===== src/assert_macros.svh =====
// Assertion macros used by the blocklist top-level RTL file.
`ifndef ASSERT_MACROS_SVH
`define ASSERT_MACROS_SVH

`ifndef SYNTHESIS

// Check that a property holds at every rising edge outside reset.
`define ASSERT_PROP(label, clk, rst, prop) \
  label: assert property (@(posedge clk) disable iff (rst) (prop)) \
    else $error("blocklist assertion failed");

// Check that a condition never occurs outside reset.
`define ASSERT_NEVER(label, clk, rst, cond) \
  label: assert property (@(posedge clk) disable iff (rst) !(cond)) \
    else $error("blocklist forbidden condition seen");

`else

`define ASSERT_PROP(label, clk, rst, prop)
`define ASSERT_NEVER(label, clk, rst, cond)

`endif

`endif


===== src/tabl_pkg.sv =====
// Types and constants shared by the timed address blocklist modules.
`default_nettype none

package tabl_pkg;

  localparam int ADDR_W    = 32;
  localparam int AGE_W     = 17;
  localparam int TIMEOUT_W = 16;
  localparam int KIND_W    = 2;
  localparam int APB_DW    = 32;
  localparam int APB_AW    = 3;

  // Age of a slot that has never been written, or has aged out fully
  localparam logic [AGE_W-1:0]     AGE_MAX       = 17'h10000;
  localparam logic [TIMEOUT_W-1:0] TIMEOUT_RESET = 16'd60;

  // Register index decoded from the byte address
  typedef enum logic {
    REG_TIMEOUT = 1'b0,
    REG_NONE    = 1'b1
  } reg_idx_t;

  typedef enum logic [KIND_W-1:0] {
    KIND_TICK   = 2'd0,
    KIND_INSERT = 2'd1,
    KIND_QUERY  = 2'd2,
    KIND_NONE   = 2'd3
  } kind_t;

  typedef enum logic [1:0] {
    ST_IDLE,
    ST_SCAN,
    ST_FINISH
  } state_t;

  // Verdict of the shared entry unit for one table slot
  typedef struct packed {
    logic              we;
    logic              set_valid;
    logic              found;
    logic [ADDR_W-1:0] addr;
    logic [AGE_W-1:0]  age;
  } unit_res_t;

endpackage

`default_nettype wire


===== src/timed_address_blocklist.sv =====
// Top level of the timed address blocklist: sequencer, slot table and result register.
`default_nettype none

// Blocklist of ENTRIES aging IPv4 addresses. Each item (tick, insert or query) is
// taken only while the block is idle and yields exactly one result. The sequencer reads
// the slots in order from slot 0: a tick, an insert that finds no expired slot and a
// query that misses go through all ENTRIES slots, while an insert that succeeds stops
// at the expired slot it claims and a query that succeeds at the live slot holding its
// address; an item of kind 3 skips the scan. The result is then loaded into the output
// register, and the input reopens in the cycle in which that result appears there. The
// scan time is set by the slot table RAM, read one slot per cycle and fed to a single
// compare/increment unit whose write-back shares the same scan. A finished result waits
// in the output register, so the next item may be accepted before it is taken; if that
// result is still waiting when the next one finishes, the new one holds in the
// sequencer and the input stays stalled. Slots start expired through per-slot valid
// flops, so no clearing pass follows reset. The timeout register sits at byte address 0
// of the APB port and is judged live at each item.
`include "assert_macros.svh"

module timed_address_blocklist #(
  parameter int ENTRIES = 16
) (
  input  wire logic                              clk,
  input  wire logic                              rst,
  // Input channel
  input  wire logic                              in_valid,
  output logic                                   in_stall,
  input  wire logic [tabl_pkg::KIND_W-1:0]       kind,
  input  wire logic [tabl_pkg::ADDR_W-1:0]       ip_address,
  // Result channel
  output logic                                   out_valid,
  input  wire logic                              out_stall,
  output logic                                   hit,
  output logic                                   stored,
  // Configuration port
  input  wire logic                              psel,
  input  wire logic                              penable,
  input  wire logic                              pwrite,
  input  wire logic [tabl_pkg::APB_AW-1:0]       paddr,
  input  wire logic [tabl_pkg::APB_DW-1:0]       pwdata,
  output logic      [tabl_pkg::APB_DW-1:0]       prdata,
  output logic                                   pready
);

  localparam int IDXW  = (ENTRIES > 1) ? $clog2(ENTRIES) : 1;
  localparam int CNTW  = $clog2(ENTRIES + 1);
  localparam int WORDW = tabl_pkg::ADDR_W + tabl_pkg::AGE_W;

  localparam logic [CNTW-1:0] CNT_END  = CNTW'(ENTRIES);
  localparam logic [IDXW-1:0] IDX_LAST = IDXW'(ENTRIES - 1);

  tabl_pkg::state_t state, state_next;

  logic [tabl_pkg::TIMEOUT_W-1:0] timeout_ticks;

  logic [CNTW-1:0]              cnt;
  logic                         p_valid;
  logic [IDXW-1:0]              p_idx;
  tabl_pkg::kind_t              item_kind;
  logic [tabl_pkg::ADDR_W-1:0]  item_ip;
  logic                         found;
  logic [ENTRIES-1:0]           valid;

  logic                         in_accept;
  logic                         issue;
  logic                         load_out;
  logic                         scan_last;
  logic                         ram_we;
  logic [WORDW-1:0]             ram_rdata;
  tabl_pkg::unit_res_t          res;

  // Configuration registers
  tabl_cfg u_cfg (
    .clk           (clk),
    .rst           (rst),
    .psel          (psel),
    .penable       (penable),
    .pwrite        (pwrite),
    .paddr         (paddr),
    .pwdata        (pwdata),
    .prdata        (prdata),
    .pready        (pready),
    .timeout_ticks (timeout_ticks)
  );

  // Slot table: address above age
  tabl_ram #(
    .WIDTH (WORDW),
    .DEPTH (ENTRIES)
  ) u_table (
    .clk   (clk),
    .we    (ram_we),
    .waddr (p_idx),
    .wdata ({res.addr, res.age}),
    .raddr (cnt[IDXW-1:0]),
    .rdata (ram_rdata)
  );

  // Shared compare/increment unit on the slot just read
  tabl_unit u_unit (
    .kind          (item_kind),
    .ip_address    (item_ip),
    .ent_addr      (ram_rdata[WORDW-1:tabl_pkg::AGE_W]),
    .ent_age       (ram_rdata[tabl_pkg::AGE_W-1:0]),
    .ent_valid     (valid[p_idx]),
    .timeout_ticks (timeout_ticks),
    .res           (res)
  );

  assign in_accept = in_valid && !in_stall;
  assign scan_last = p_valid && (res.found || (p_idx == IDX_LAST));

  // Next state
  always_comb begin
    state_next = state;
    unique case (state)
      tabl_pkg::ST_IDLE: begin
        if (in_valid) begin
          state_next = (tabl_pkg::kind_t'(kind) == tabl_pkg::KIND_NONE) ?
                       tabl_pkg::ST_FINISH : tabl_pkg::ST_SCAN;
        end
      end
      tabl_pkg::ST_SCAN: begin
        if (scan_last) begin
          state_next = tabl_pkg::ST_FINISH;
        end
      end
      tabl_pkg::ST_FINISH: begin
        if (!out_valid || !out_stall) begin
          state_next = tabl_pkg::ST_IDLE;
        end
      end
      default: begin
        state_next = tabl_pkg::ST_IDLE;
      end
    endcase
  end

  // Sequencer outputs
  always_comb begin
    in_stall = 1'b1;
    issue    = 1'b0;
    ram_we   = 1'b0;
    load_out = 1'b0;
    unique case (state)
      tabl_pkg::ST_IDLE: begin
        in_stall = 1'b0;
      end
      tabl_pkg::ST_SCAN: begin
        issue  = (cnt < CNT_END);
        ram_we = p_valid && res.we;
      end
      tabl_pkg::ST_FINISH: begin
        load_out = !out_valid || !out_stall;
      end
      default: begin
        in_stall = 1'b1;
      end
    endcase
  end

  // State register
  always_ff @(posedge clk) begin
    if (rst) begin
      state <= tabl_pkg::ST_IDLE;
    end else begin
      state <= state_next;
    end
  end

  // Scan counter, read pipeline and found flag
  always_ff @(posedge clk) begin
    if (rst) begin
      cnt     <= '0;
      p_valid <= 1'b0;
      found   <= 1'b0;
    end else if (in_accept) begin
      cnt     <= '0;
      p_valid <= 1'b0;
      found   <= 1'b0;
    end else begin
      p_valid <= issue;
      if (issue) begin
        cnt <= cnt + CNTW'(1);
      end
      if ((state == tabl_pkg::ST_SCAN) && p_valid && res.found) begin
        found <= 1'b1;
      end
    end
  end

  // Hold the item and the index of the slot in flight
  always_ff @(posedge clk) begin
    if (in_accept) begin
      item_kind <= tabl_pkg::kind_t'(kind);
      item_ip   <= ip_address;
    end
    p_idx <= cnt[IDXW-1:0];
  end

  // Mark slots written by an insert
  always_ff @(posedge clk) begin
    if (rst) begin
      valid <= '0;
    end else if (ram_we && res.set_valid) begin
      valid[p_idx] <= 1'b1;
    end
  end

  // Result register
  always_ff @(posedge clk) begin
    if (rst) begin
      out_valid <= 1'b0;
    end else if (load_out) begin
      out_valid <= 1'b1;
    end else if (!out_stall) begin
      out_valid <= 1'b0;
    end
  end

  always_ff @(posedge clk) begin
    if (load_out) begin
      hit    <= found && (item_kind == tabl_pkg::KIND_QUERY);
      stored <= found && (item_kind == tabl_pkg::KIND_INSERT);
    end
  end

  // Checks on the sequencer
  `ASSERT_NEVER(a_one_flag, clk, rst, out_valid && hit && stored)
  `ASSERT_PROP(a_write_in_scan, clk, rst, ram_we |-> (state == tabl_pkg::ST_SCAN))
  `ASSERT_PROP(a_busy_after_accept, clk, rst, in_accept |=> (state != tabl_pkg::ST_IDLE))
  `ASSERT_PROP(a_finish_loads, clk, rst, load_out |=> (out_valid && (state == tabl_pkg::ST_IDLE)))

endmodule

`default_nettype wire


===== src/tabl_ram.sv =====
// Generic single-write, single-read RAM with registered read data.
`default_nettype none

module tabl_ram #(
  parameter int WIDTH = 8,
  parameter int DEPTH = 16
) (
  input  wire logic                                   clk,
  input  wire logic                                   we,
  input  wire logic [((DEPTH > 1) ? $clog2(DEPTH) : 1)-1:0] waddr,
  input  wire logic [WIDTH-1:0]                       wdata,
  input  wire logic [((DEPTH > 1) ? $clog2(DEPTH) : 1)-1:0] raddr,
  output logic      [WIDTH-1:0]                       rdata
);

  logic [WIDTH-1:0] mem [DEPTH];

  // Write port
  always_ff @(posedge clk) begin
    if (we) begin
      mem[waddr] <= wdata;
    end
  end

  // Registered read port
  always_ff @(posedge clk) begin
    rdata <= mem[raddr];
  end

endmodule

`default_nettype wire


===== src/tabl_cfg.sv =====
// APB-style configuration register bank holding the timeout.
`default_nettype none

module tabl_cfg (
  input  wire logic                          clk,
  input  wire logic                          rst,
  input  wire logic                          psel,
  input  wire logic                          penable,
  input  wire logic                          pwrite,
  input  wire logic [tabl_pkg::APB_AW-1:0]   paddr,
  input  wire logic [tabl_pkg::APB_DW-1:0]   pwdata,
  output logic      [tabl_pkg::APB_DW-1:0]   prdata,
  output logic                               pready,
  output logic      [tabl_pkg::TIMEOUT_W-1:0] timeout_ticks
);

  tabl_pkg::reg_idx_t reg_idx;
  logic               wr_strobe;

  // Decode the register index from bit 2 of the byte address
  assign reg_idx   = tabl_pkg::reg_idx_t'(paddr[2]);
  assign pready    = 1'b1;
  assign wr_strobe = psel && penable && pwrite && pready;

  // Update the timeout register
  always_ff @(posedge clk) begin
    if (rst) begin
      timeout_ticks <= tabl_pkg::TIMEOUT_RESET;
    end else if (wr_strobe && (reg_idx == tabl_pkg::REG_TIMEOUT)) begin
      timeout_ticks <= pwdata[tabl_pkg::TIMEOUT_W-1:0];
    end
  end

  // Read back
  always_comb begin
    unique case (reg_idx)
      tabl_pkg::REG_TIMEOUT: begin
        prdata = {{(tabl_pkg::APB_DW - tabl_pkg::TIMEOUT_W){1'b0}}, timeout_ticks};
      end
      default: begin
        prdata = '0;
      end
    endcase
  end

endmodule

`default_nettype wire


===== src/tabl_unit.sv =====
// Shared per-slot unit: expiry compare, address compare and age increment.
`default_nettype none

module tabl_unit (
  input  wire logic [tabl_pkg::KIND_W-1:0]    kind,
  input  wire logic [tabl_pkg::ADDR_W-1:0]    ip_address,
  input  wire logic [tabl_pkg::ADDR_W-1:0]    ent_addr,
  input  wire logic [tabl_pkg::AGE_W-1:0]     ent_age,
  input  wire logic                           ent_valid,
  input  wire logic [tabl_pkg::TIMEOUT_W-1:0] timeout_ticks,
  output tabl_pkg::unit_res_t                 res
);

  logic [tabl_pkg::AGE_W-1:0] age_eff;
  logic                       expired;
  logic                       saturated;

  // An unwritten slot reads as fully aged
  assign age_eff   = ent_valid ? ent_age : tabl_pkg::AGE_MAX;
  assign expired   = age_eff > {1'b0, timeout_ticks};
  assign saturated = age_eff[tabl_pkg::AGE_W-1];

  always_comb begin
    res = '{we: 1'b0, set_valid: 1'b0, found: 1'b0, addr: ent_addr, age: age_eff};
    case (tabl_pkg::kind_t'(kind))
      tabl_pkg::KIND_TICK: begin
        // Advance the age of a written slot until it saturates
        res.we  = ent_valid && !saturated;
        res.age = age_eff + tabl_pkg::AGE_W'(1);
      end
      tabl_pkg::KIND_INSERT: begin
        // Claim the slot if it has expired
        res.we        = expired;
        res.set_valid = expired;
        res.found     = expired;
        res.addr      = ip_address;
        res.age       = '0;
      end
      tabl_pkg::KIND_QUERY: begin
        res.found = !expired && (ent_addr == ip_address);
      end
      default: begin
        res.we = 1'b0;
      end
    endcase
  end

endmodule

`default_nettype wire

===== config.mk =====
export PLATFORM = sky130hd
export DESIGN_NAME = timed_address_blocklist
export DESIGN_NICKNAME = d
export VERILOG_FILES = /design/src/tabl_pkg.sv /design/src/timed_address_blocklist.sv /design/src/tabl_ram.sv /design/src/tabl_cfg.sv /design/src/tabl_unit.sv
export VERILOG_INCLUDE_DIRS = /design/src /design/src/src
export SDC_FILE = /design/constraint.sdc
export NUM_CORES = 1
export LEC_CHECK = 0
export BUFFER_PORTS_ARGS = -buffer_cell sky130_fd_sc_hd__buf_2
export CORE_MARGIN = 4
export CORE_UTILIZATION = 55
export CTS_CLUSTER_DIAMETER = 150
export CTS_CLUSTER_SIZE = 16
export DETAILED_ROUTE_END_ITERATION = 6
export PLACE_DENSITY = 0.75
export RECOVER_POWER = 50
export SLEW_MARGIN = 25
export SYNTH_ARGS = -nofsm -noshare
export SYNTH_HDL_FRONTEND = slang
export SYNTH_SLANG_ARGS = --single-unit

===== constraint.sdc =====
create_clock -name clk -period 9.09 [get_ports clk]
set_input_delay 1.818 -clock clk [delete_from_list [all_inputs] [get_ports clk]]
set_output_delay 1.818 -clock clk [all_outputs]
set_load 0.01 [all_outputs]

==> results of run 1 <==
report_power, final:
group / switching (mW) / internal [mW]
clock: 1.36 / 1.44
combinational: 0.878 / 0.701
sequential: 0.122 / 5.01
total: 2.36 / 7.15
kinds of logic after synthesis:
family,synth area share (%)
adders and majority gates,0.673
other,0.0213
and+or+nand+nor,3.23
xor gates and xnor gates,0.943
DFF,75.1
AOI/OAI and AO/OA,1.41
buffers and inverters,1.48
muxes,17.1
state kept, by name, summed over array words and instances (netlist names), 2 cells and up:
register and cells:
u_table.mem 784, p_idx 4, valid 16, state 2
item_kind 2, u_cfg.timeout_ticks 16, cnt 5, u_table.rdata 49
item_ip 32
how the worst max path moves through the flow:
stage	end	slack, ps	cells after the start
2_1_floorplan	u_table.mem[12][0]$_DFFE_PP_	-70	17
3_3_place_gp	u_table.mem[3][23]$_DFFE_PP_	2280	15
3_5_place_dp	u_table.mem[1][27]$_DFFE_PP_	2020	15
4_1_cts	u_table.mem[1][6]$_DFFE_PP_	1970	15
5_1_grt	u_table.rdata[32]$_DFF_P_	1280	4
6_report	u_table.mem[3][15]$_DFFE_PP_	1890	15
per-stage QoR:
stage	power, mW	TNS (ps)
after floorplan	6.36	-12960
after global placement	6.75	0
after detailed placement	6.81	0
after CTS	9.59	0
after global routing	9.91	0
final	9.52	0
critical path: cells and delay by family (launching register included):
kind	cells	cell delay, ps
adders and majority gates	1	430
and+or+nand+nor	9	4010
DFF	1	840
muxes	1	580
buffers and inverters	1	400
AOI/OAI and AO/OA	3	550
final cells by class:
class / instances / area [µm²]
fillers: 4320 / 24600
clock buffers: 110 / 1900
well taps: 846 / 1060
multi-input cells: 672 / 8420
clock inverters: 5 / 73.8
flip-flops and latches: 915 / 26500
inverters: 21 / 78.8
repair buffers: 114 / 644
cell usage in the layout (no fill, tap or decap), types with 5 or more instances in the layout:
cell type / n
ha_1: 19
nor2b_1: 21
inv_1: 21
mux2_1: 36
a21oi_1: 28
nand4_1: 9
nand2b_1: 10
nor3_2: 9
xnor2_1: 15
clkbuf_1: 77
nand2_1: 58
edfxtp_1: 820
buf_4: 24
conb_1: 17
clkbuf_16: 70
buf_2: 48
a211o_1: 5
a31oi_1: 9
mux2i_1: 5
nor4_1: 8
mux4_2: 247
xor2_1: 23
nor2_1: 70
o21ai_0: 13
dfxtp_1: 93
nand3_1: 16
routing by layer:
metal	up-vias	global-route usage, %
li1	7061	-
met3	98	4.34
met1	8936	31.8
met4	0	5.10
met5	-	0
met2	679	35.1
==> metrics.csv, run 1 <==
metric;value;unit
path_max_fanout;40;
antenna_cells;0;
die-area;68300;µm²
chipHeight;261;µm
route.met3.wl;5750;µm
maxCapViolations;8;
overflow;0;
ant_nets;0;
synth_top_area_cell;edfxtp_1;
setup_viol;0;
grt_use_total;21.8;%
synth_top_area_share;69.7;%
reg2reg_to;u_table.mem[3][15]$_DFFE_PP_;
core;63300;µm²
finalInstanceArea;38700;µm²
floorplan.rows;92;
highest_layer;met4;
ctsHoldBuffers;0;
r2r-start;p_idx[1]$_DFF_P_;
synth-async-reset-ratio;0;%
slew_headroom;-208;%
ir_worst_vdd;0.196;mV
cts_tree;built;
fin_skew;31.9;ps
post_cts_resized;0;
wirelength;73500;µm
final_layout_size_suffix_gt1_share;23.2;%
place_congestion;0.769;
drc_errors;0;
critical_path.cell_chain;mux4_2 -> nor2_1 -> nor4_1 -> nor2_1 -> nor2b_1 -> ha_1 -> nand4_1 -> or4_1 -> a211oi_1 -> or4_1 -> o21ai_2 -> nor3_4 -> a31oi_4 -> nor4_2 -> buf_12;
drtPass1Iterations;5;
grt_max_degree;99;
viasPerCell;6.25;
synth_commonest_cells;820 x edfxtp_1, 247 x mux4_2, 95 x dfxtp_1;
ys_types;58;
cts_setup_buffers;0;
start_util;55.8;%
hold_end;u_cfg.timeout_ticks[13]$_SDFFE_PP0P_;
cpMaxStageDelayCell;nor2_1;
final_nets;1886;
hold_path_depth;2;
yosys_warnings;0;
syn_avg_cell_area;20.9;µm²
cpPeakStageDelay;1190;ps
worstSkewPairLatency;630;ps
r2r_slack;1890;ps
finalHoldViolations;0;
startpoint;p_idx[1]$_DFF_P_;
synth_ff_type;edfxtp_1;
met1_length;30200;µm
synth_edf_count;820;
powerDensity;246;nW/µm²
p_leak;11.9;nW
violations;capacitance limit, slew limit;
dp_cells;2568;
cts_buffer_depth;3;
slew_violations;328;
synth-seq-cells;915;
io_buffer_count;77;
hpwl;37100;µm
tritoncts.num_buffers;67;
hold_slack;461;ps
tightest_slew;4630;ps
status;finished, violations left;
period_needed;7200;ps
rsz0062_at_grt;false;
synth_most_common_cell;edfxtp_1;
vias;16800;
clk_pin_slew_worst_paths;70;ps
ios;113;
area_growth;9.64;%
grt_pass1_wl;109000;µm
worstSetupEndpointType;flip-flop;
synth_area;35300;µm²
drtIter0Drc;1941;
syn_inst;1691;
grt_antenna_before_repair;0;
hold_class;flip-flop to flip-flop;
postLayoutCoreUtil;61.1;%
min_from;u_cfg.timeout_ticks[13]$_SDFFE_PP0P_;
seq_area_frac_synth;75.1;%
fin_crit_sh;79.2;%
route.met2.wl;36100;µm
final_cells;2683;
timing_worst_setup_path_type;flip-flop to flip-flop;
worstSetupStartpointType;flip-flop;
pre_cts_slack;2020;ps
root_buffer;clkbuf_16;
timing.fmax;139;MHz
synth.area.top_cells;edfxtp_1 70%, mux4_2 16%, dfxtp_1 5.4%;
die_x;261;µm
r2r_cells;15;
fin_ws;1890;ps
cts_num_sinks;915;
arrival;7470;ps
htree_levels;3;
placed_cell_area;36800;µm²
required;9360;ps
wl_per_cell;27.4;µm
grt_pass1_vias;17000;
Power figures use the tool's default switching activity.
==> inputs of run 2 (changes only) <==
==> constraint.sdc (replaced) <==
create_clock -name clk -period 5.8 [get_ports clk]
set_input_delay 1.16 -clock clk [delete_from_list [all_inputs] [get_ports clk]]
set_output_delay 1.16 -clock clk [all_outputs]
set_load 0.01 [all_outputs]
==> metrics.csv, run 2 (synthesis results as in run 1) <==
metric;value;unit
hpwl;39000;µm
drtIter0Drc;1855;
floorplan.rows;92;
fillCellCount;4259;
ant_nets;0;
vias;16700;
timing_worst_setup_path_type;flip-flop to flip-flop;
finalInstanceArea;39100;µm²
slew_violations;212;
ir_worst_vdd;0.262;mV
fin_ws;388;ps
required;6040;ps
die-area;68300;µm²
fin_skew;20.7;ps
hold_class;flip-flop to flip-flop;
grt_use_total;21.9;%
cp_top_family;buffers and inverters;
path_max_fanout;38;
placed_cell_area;37100;µm²
violations;capacitance limit, slew limit;
ios;113;
wirelength;74000;µm
htree_levels;3;
cts_tree;built;
pre_cts_slack;102;ps
grt_antenna_before_repair;1;
antenna_cells;0;
core;63300;µm²
grt_max_degree;108;
fin_crit_sh;93.3;%
tritoncts.num_buffers;67;
cpMaxStageDelayCell;clkbuf_1;
worstSetupEndpointType;flip-flop;
setup_viol;0;
r2r-start;item_kind[1]$_DFFE_PP_;
hold_path_depth;2;
period_needed;5410;ps
overflow;0;
timing.fmax;185;MHz
final_cells;2704;
start_util;55.8;%
grt_pass1_wl;109000;µm
dp_cells;2576;
r2r_slack;390;ps
wl_per_cell;27.4;µm
final_cell_mix;820 x edfxtp_1, 247 x mux4_2, 95 x dfxtp_1;
final_layout_size_suffix_gt1_share;23.8;%
clk_pin_slew_worst_paths;70;ps
r2r_cells;9;
tightest_slew;3510;ps
cts_buffer_depth;3;
crit_cells;9;
drtPass1Iterations;5;
top_register;u_table.mem;
cpPeakStageDelay;2440;ps
root_buffer;clkbuf_16;
hold_end;found$_SDFFE_PP0P_;
p_leak;12.2;nW
final_nets;1902;
critical_path.cell_chain;inv_1 -> ha_1 -> clkbuf_1 -> nand2_1 -> nor3_4 -> a31oi_4 -> buf_12 -> nor4_4 -> buf_4;
powerDensity;382;nW/µm²
grt_pass1_vias;16900;
worstSkewPairLatency;610;ps
worstSetupStartpointType;flip-flop;
finalHoldViolations;0;
arrival;5650;ps
io_buffer_count;77;
maxCapViolations;6;
die_x;261;µm
reg2reg_to;u_table.mem[1][27]$_DFFE_PP_;
reg.largest.list;u_table.mem (784), u_table.rdata (49), item_ip (32);
min_from;found$_SDFFE_PP0P_;
place_congestion;0.807;
cts_num_sinks;915;
crit_buf_inv;4;
status;finished, violations left;
viasPerCell;6.19;
largest_reg_flops;784;
final_common_cell;edfxtp_1;
rsz0062_at_grt;false;
chipHeight;261;µm
drc_errors;0;
slew_headroom;-134;%
area_growth;10.6;%
[run 2: changes by cell type in the layout (fill, tap and decap cells not counted), sizes merged]
cell,before,now
clkbuf,148,149
clkinv,4,2
inv,22,25
buf,76,95
[run 2: stage by stage]
stage	setup TNS [ps]	total power, mW	hold slack, ps	util, %
floorplan	-15250	9.99	329	-
global placement	0	10.7	439	58.6
detailed placement	0	10.7	446	58.6
CTS	0	15.1	456	61.7
global route	0	15.5	476	61.7
finish	0	14.9	456	61.7
[run 2: worst max-delay path by stage]
stage | slack [ps] | end | from
6_report | 390 | u_table.mem[1][27]$_DFFE_PP_ | item_kind[1]$_DFFE_PP_
5_1_grt | 140 | u_table.mem[1][19]$_DFFE_PP_ | item_kind[1]$_DFFE_PP_
4_1_cts | 110 | u_table.mem[0][42]$_DFFE_PP_ | p_idx[1]$_DFF_P_
3_5_place_dp | 100 | u_table.mem[0][41]$_DFFE_PP_ | p_idx[1]$_DFF_P_
3_3_place_gp | 230 | u_table.mem[0][37]$_DFFE_PP_ | p_idx[1]$_DFF_P_
2_1_floorplan | -160 | u_table.mem[13][0]$_DFFE_PP_ | p_idx[1]$_DFF_P_
[run 2: area by class of cell]
class	count	area, µm²	share of cell area (%)
sequential	915	26500	67.9
multi-input combinational	672	8510	21.8
clock buffer	114	1870	4.80
tap	846	1060	2.71
timing repair buffer	130	932	2.39
clock inverter	6	78.8	0.202
inverter	21	78.8	0.202
[run 2: power by group]
group / total (mW) / internal (mW) / switching, mW / leakage [nW]
clock network: 4.36 / 2.23 / 2.14 / 0.929
logic: 2.49 / 1.11 / 1.38 / 3.01
registers: 8.07 / 7.84 / 0.231 / 8.23
[run 2: routing by layer]
layer	wire length (µm)	track usage, %
met1	29500	31.0
met3	6130	4.52
met4	1860	5.72
met2	36600	35.7
met5	0	0
[run 2: repair_timing]
action	in CTS	in global routing
endpoints found under the setup margin	0	199
setup buffers	0	6
gates resized for setup	0	1
hold buffers	0	0
[run 2: worst register-to-register path, stage by stage (launching register included)]
cell	delay (ps)
edfxtp_1	400
inv_1	100
ha_1	140
clkbuf_1	2440
nand2_1	430
nor3_4	390
a31oi_4	110
buf_12	230
nor4_4	250
buf_4	550
